File: config.mk
export PLATFORM = sky130hd
export DESIGN_NAME = fdtd_mac
export DESIGN_NICKNAME = d
export VERILOG_FILES = /design/src/hw/rtl/assert_macros.svh /design/src/hw/rtl/fdtd_pkg.sv /design/src/hw/rtl/fdtd_mac.sv
export SDC_FILE = /design/constraint.sdc
export NUM_CORES = 2
export LEC_CHECK = 0
export ABC_AREA = 1
export BUFFER_PORTS_ARGS = -buffer_cell sky130_fd_sc_hd__buf_2
export CAP_MARGIN = 25
export CORE_UTILIZATION = 66
export CTS_CLUSTER_DIAMETER = 40
export DETAILED_ROUTE_END_ITERATION = 10
export PLACE_DENSITY = 0.84
export SYNTH_ARGS = -nofsm -noshare
export SYNTH_HDL_FRONTEND = slang
export SYNTH_SLANG_ARGS = --single-unit
export TNS_END_PERCENT = 100
File: constraint.sdc
create_clock -name clk_i -period 6.7 [get_ports clk_i]
set_clock_uncertainty 0.2 [all_clocks]
set_input_delay 0.67 -clock clk_i [delete_from_list [all_inputs] [get_ports clk_i]]
set_output_delay 0.67 -clock clk_i [all_outputs]
set_load 0.01 [all_outputs]
File: src/hw/rtl/assert_macros.svh
// Assertion macros shared by the FDTD block RTL.
// Expects clk_i in the scope of each use, and rst_ni for each ASSERT_RST use.
`ifndef ASSERT_MACROS_SVH
`define ASSERT_MACROS_SVH
`ifndef NO_ASSERTIONS
`define ASSERT_RST(lbl, prop, msg) \
  lbl: assert property (@(posedge clk_i) disable iff (!rst_ni) prop) else $error(msg);
`define ASSERT_ANY(lbl, prop, msg) \
  lbl: assert property (@(posedge clk_i) prop) else $error(msg);
`else
`define ASSERT_RST(lbl, prop, msg)
`define ASSERT_ANY(lbl, prop, msg)
`endif
`endif

File: src/hw/rtl/fdtd_pkg.sv
// Types, constants and helpers for the 1D lossy-dielectric FDTD block.
// No dependencies; used by every module of the block.
package fdtd_pkg;

  localparam int unsigned CellsDef      = 1024;
  localparam int unsigned SourceCellDef = 5;

  localparam int unsigned FIELD_W  = 32;
  localparam int unsigned COEF_W   = 18;
  localparam int unsigned DIFF_W   = FIELD_W + 1;
  localparam int unsigned SAMPLE_W = 26;
  localparam int unsigned P1_W     = COEF_W + FIELD_W;
  localparam int unsigned P2_W     = COEF_W + DIFF_W;
  localparam int unsigned ACC_W    = P2_W + 1;
  localparam int unsigned FRAC_W   = 16;
  localparam int unsigned SHR_W    = ACC_W - FRAC_W;
  localparam int unsigned CFG_DW   = 18;

  // configuration register indexes
  localparam logic [1:0] CFG_DIEL_START = 2'd0;
  localparam logic [1:0] CFG_CA         = 2'd1;
  localparam logic [1:0] CFG_CB         = 2'd2;

  localparam logic [10:0] DIEL_START_RST = 11'd1024;
  localparam logic signed [COEF_W-1:0] CA_RST = 18'sd65536;
  localparam logic [15:0] CB_RST = 16'd32768;

  // coefficients: 1.0 and 0.5 in Q1.16
  localparam logic signed [COEF_W-1:0] COEF_ONE  = 18'sd65536;
  localparam logic signed [COEF_W-1:0] COEF_HALF = 18'sd32768;
  localparam logic signed [ACC_W-1:0]  ROUND_HALF = ACC_W'(32768);

  localparam logic ACT_STEP = 1'b0;
  localparam logic ACT_READ = 1'b1;

  typedef enum logic [1:0] {
    OP_E     = 2'd0,
    OP_INJ   = 2'd1,
    OP_PRIME = 2'd2,
    OP_H     = 2'd3
  } op_e;

  typedef struct packed {
    logic valid;
    logic dst_e;
    logic dst_h;
  } mac_ctl_t;

  typedef struct packed {
    mac_ctl_t                   ctl;
    logic signed [COEF_W-1:0]  ca;
    logic signed [FIELD_W-1:0] x;
    logic signed [COEF_W-1:0]  cb;
    logic signed [DIFF_W-1:0]  y;
  } mac_op_t;

  typedef struct packed {
    logic e;
    logic h;
  } wr_en_t;

  localparam logic signed [SHR_W-1:0] SAT_MAX = SHR_W'(64'sh7FFF_FFFF);
  localparam logic signed [SHR_W-1:0] SAT_MIN = SHR_W'(-64'sh8000_0000);

  function automatic logic signed [FIELD_W-1:0] sat_field(input logic signed [SHR_W-1:0] v);
    logic signed [FIELD_W-1:0] r;
    if (v > SAT_MAX) begin
      r = 32'sh7FFF_FFFF;
    end else if (v < SAT_MIN) begin
      r = 32'sh8000_0000;
    end else begin
      r = v[FIELD_W-1:0];
    end
    return r;
  endfunction

endpackage

File: src/hw/rtl/fdtd_mac.sv
// Shared multiply-accumulate unit: sat(round((ca*x + cb*y) / 2^16)).
// Three register stages; depends on fdtd_pkg.
module fdtd_mac #(
  parameter int unsigned AW = 10
) (
  input  logic                  clk_i,
  input  logic                  rst_ni,
  input  fdtd_pkg::mac_op_t     op_i,
  input  logic [AW-1:0]         addr_i,
  output fdtd_pkg::mac_ctl_t    res_ctl_o,
  output logic [AW-1:0]         res_addr_o,
  output logic signed [fdtd_pkg::FIELD_W-1:0] res_data_o,
  output logic                  busy_o
);

  fdtd_pkg::mac_ctl_t                  in_ctl_q;
  logic signed [fdtd_pkg::COEF_W-1:0]  in_ca_q, in_cb_q;
  logic signed [fdtd_pkg::FIELD_W-1:0] in_x_q;
  logic signed [fdtd_pkg::DIFF_W-1:0]  in_y_q;
  logic [AW-1:0]      in_addr_q;

  fdtd_pkg::mac_ctl_t prod_ctl_q;
  logic [AW-1:0]      prod_addr_q;
  logic signed [fdtd_pkg::P1_W-1:0] p1_d, p1_q;
  logic signed [fdtd_pkg::P2_W-1:0] p2_d, p2_q;

  logic signed [fdtd_pkg::ACC_W-1:0]   acc;
  logic signed [fdtd_pkg::FIELD_W-1:0] res_d, res_q;
  fdtd_pkg::mac_ctl_t res_ctl_q;
  logic [AW-1:0]      res_addr_q;

  assign p1_d = in_ca_q * in_x_q;
  assign p2_d = in_cb_q * in_y_q;

  // floor after adding one half: ties go up
  assign acc = $signed({{(fdtd_pkg::ACC_W - fdtd_pkg::P1_W){p1_q[fdtd_pkg::P1_W-1]}}, p1_q})
             + $signed({p2_q[fdtd_pkg::P2_W-1], p2_q})
             + fdtd_pkg::ROUND_HALF;
  assign res_d = fdtd_pkg::sat_field($signed(acc[fdtd_pkg::ACC_W-1:fdtd_pkg::FRAC_W]));

  always_ff @(posedge clk_i or negedge rst_ni) begin
    if (!rst_ni) begin
      in_ctl_q   <= '0;
      prod_ctl_q <= '0;
      res_ctl_q  <= '0;
    end else begin
      in_ctl_q   <= op_i.ctl;
      prod_ctl_q <= in_ctl_q;
      res_ctl_q  <= prod_ctl_q;
    end
  end

  always_ff @(posedge clk_i) begin
    in_ca_q     <= op_i.ca;
    in_x_q      <= op_i.x;
    in_cb_q     <= op_i.cb;
    in_y_q      <= op_i.y;
    in_addr_q   <= addr_i;
    p1_q        <= p1_d;
    p2_q        <= p2_d;
    prod_addr_q <= in_addr_q;
    res_q       <= res_d;
    res_addr_q  <= prod_addr_q;
  end

  assign res_ctl_o  = res_ctl_q;
  assign res_addr_o = res_addr_q;
  assign res_data_o = res_q;
  assign busy_o     = in_ctl_q.valid | prod_ctl_q.valid | res_ctl_q.valid;

endmodule

==> results by group <==
STA
  • Final setup viols: 0
  • Worst Tran Pin Value: 861.9 ps
  • Worst setup margin: 180.0 ps
  • Fin. max-slew vios: 0
  • Worst slew margin: about two fifths
  • Fin. Hold Viols: 0
  • Tcrit/Tclk final: 97.31%
  • Final critical-path required period: 6520 ps
  • Max Clock Freq: 0.1534 GHz

Finish
  • Multi-input logic area: ~0.038 mm^2
  • FF/Latch Area: 0.005533 mm^2
  • Fillers: 5477
  • Area Overhead vs Synth: 11.04%
  • Share of cells above drive strength 1: 7.433%
  • Final net count: 8184
  • Number of diodes: 0

Routing
  • Drt pass-1 iters: 7
  • Vias/cell: 5.409
  • Routed wire length: 136200 um
  • Antenna viol nets, final: 0
  • DRC Markers: 0
  • Via count: 41521
  • Routed length per instance: 17.74 um
  • Iteration-0 DRC Markers: ~3600

CTS
  • H-tree depth: 2
  • Clk slew on worst S/H paths: approximately 60 ps
  • CTS sink cnt: 273
  • Clk buf depth: 3
  • CTS Root Cell: clkbuf_16
  • Total CTS buffers: 52
  • Clk_lat worst skew: 620 ps
  • CTS tree: built

Global route
  • Gr usage total: approximately 36%
  • First-pass GRT wire length: 223800 um
  • Vias in the first global route: 44940
  • GRT overflow: 0
  • Pin count of the biggest net entering global routing: 34
  • Initial antenna violation count: 0

Flow run
  • Max_cap viols: 0

Critical path
  • Crit path top cell by count: fa_1
  • CP Max Fanout: 10
  • CP Capture Type: register
  • Kind of critical path: reg2reg
  • Critical Path RT: roughly 7000 ps
  • Critical-path cell list: buf_4 -> nand2_1 -> inv_1 -> fa_1 -> inv_1 -> fa_1 -> fa_1 -> inv_1 -> fa_1 -> fa_1 -> fa_1 -> ha_1 -> nand2_1 -> o21ai_0 -> a21oi_1 -> o221ai_1 -> buf_4 -> nand3_1 -> o21ai_0 -> xor2_1
  • CP max stage delay: 580 ps
  • Worst Path Arrival: ~6800 ps
  • CP Launch Type: register
  • Slowest CP cell: dfxtp_1

Die
  • Die width: around 280 um
  • Initial Util: between 60% and 70%
  • Die footprint: 0.07890 mm^2
  • I/O pin count: 162
  • Die Y: 280.9 um
  • Core Area: 0.07645 mm^2
  • Cell Rows: 101

Yosys
  • Ranking of synthesized cells by area: fa_1 (44%), inv_1 (14%), nand2_1 (11%)
  • Post-synth EDFFs: 0
  • Register bit total from synthesis: 273
  • Post-Syn Nets: ~8000
  • Post-synth top area share: between 40% and 50%
  • Dominant cell type by area after synthesis: fa_1
  • Mapped Cells: 6354
  • Synthesized cell area: 0.05133 mm^2
  • Async set-reset flop share out of synthesis: 3.297%
  • Distinct cells, synth: 49
  • Syn Area/Cell: 8.079 um^2
  • Most used DFF post-synth: dfxtp_1
  • Sequential share of the synthesized area: 10.73%
  • Ys Warns: 0

Place
  • Port bufs: 161
  • RD Place Congestion: 0.9819
  • Pre-CTS WS: 177.1 ps
  • Post-detail-place hpwl: 112100 um

Worst hold path
  • Hold Path Class: reg2reg

Status
  • Status: finished, final reports clean
-- worst max-delay path, delay by kind of cell, from the launching register on --
family | cells | cell delay [ps]
fa+ha+maj | 7 | 3250
compound gates | 4 | 1070
buf+inv | 5 | 700
flops | 1 | 580
simple gates | 3 | 390
xor+xnor | 1 | 240
-- registers in the layout, summed over array words and instances, names as in the netlist --
register / cells
in_ca_q: 18
res_ctl_o: 3
in_ctl_q: 3
res_addr_o: 10
in_addr_q: 10
prod_ctl_q: 3
prod_addr_q: 10
in_x_q: 32
p2_q: 51
res_data_o: 32
p1_q: 50
in_y_q: 33
in_cb_q: 18
-- path summary, 6_finish.rpt --
kind / startpoint / to / slack, ps / cells after the start
max in group asynchronous: rst_ni / res_ctl_o[1]$_DFF_PN0_ / 5890 / 2
worst max-delay path: in_x_q[7]$_DFF_P_ / p1_q[44]$_DFF_P_ / 180 / 20
worst min register to register: prod_addr_q[0]$_DFF_P_ / res_addr_o[0]$_DFF_P_ / 120 / 0
min in group asynchronous: rst_ni / in_ctl_q[2]$_DFF_PN0_ / 230 / 2
worst max register to register: in_x_q[7]$_DFF_P_ / p1_q[44]$_DFF_P_ / 180 / 20
worst min-delay path: prod_addr_q[0]$_DFF_P_ / res_addr_o[0]$_DFF_P_ / 120 / 0
-- cells in the final DEF, fill, tap and decap left out, drive strengths merged, types with 105 or more instances in the layout --
cell / instances
inv: 1905
nand2: 1535
fa: 1122
ha: 343
buf: 341
nor2: 265
dfxtp: 264
a21oi: 189
dlygate4sd3: 115
o21ai: 105
-- stage by stage --
| step | area [um^2] | utilization, % | TNS (ps) | hold slack [ps] | cells |
|---|---|---|---|---|---|
| CTS | 56930 | 74.46 | 0 | 125.8 | 7675 |
| detailed placement | 54020 | 70.66 | 0 | 112.1 | 7463 |
| finish | 57000 | 74.56 | 0 | 123.8 | 7676 |
| global route | 57000 | 74.56 | -12.59 | 137.2 | 7676 |
| floorplan | 51330 | - | 0 | 109.6 | 6354 |
| global placement | 54020 | 70.66 | 0 | 109.6 | 7463 |
-- routing by layer --
layer | track usage, % | part of all wire, %
met1 | 47.72 | 38
met4 | 17.67 | 5.1
met2 | 58.16 | 46
met5 | 0 | 0
met3 | 7.224 | 10
-- cell families after synthesis --
family / share of synthesized area [%]
flops: 10.73
xor+xnor: 2.235
simple gates: 14.81
buf+inv: 15.80
compound gates: 4.302
fa+ha+maj: 52.12
-- layout make-up --
cell class | count | share of cell area [%]
flip-flops and latches | 273 | 9.706
inverters | 1888 | 12.44
clock inverters | 39 | 0.7024
repair buffers | 456 | 6.328
well taps | 1030 | 2.261
multi-input cells | 3932 | 66.19
clock buffers | 58 | 2.377
-- synthesized netlist by cell type (8+ instances only) --
cell and instances:
o21ai_0 99, a21oi_1 187, dfxtp_1 264, fa_1 1122
inv_1 1885, a31oi_1 21, ha_1 343, xnor2_1 53
nand3_1 72, nand4_1 14, a21o_1 17, nor3_1 21
nor2_2 9, o21a_1 9, nor4_1 8, nor2_1 256
or2_2 14, o21bai_1 22, dfrtp_1 9, xor2_1 78
clkbuf_1 236, buf_1 19, nand2_1 1530
-- timing repair --
item,in CTS,in global routing
setup buffers,0,1
endpoints found under the setup margin,0,26
hold buffers,115,0
endpoints found under the hold margin,123,0
gates resized for setup,0,26
Power is left out: the tool's default activity adds up to more than one toggle a clock period on the data nets, which glitch-free logic cannot reach.
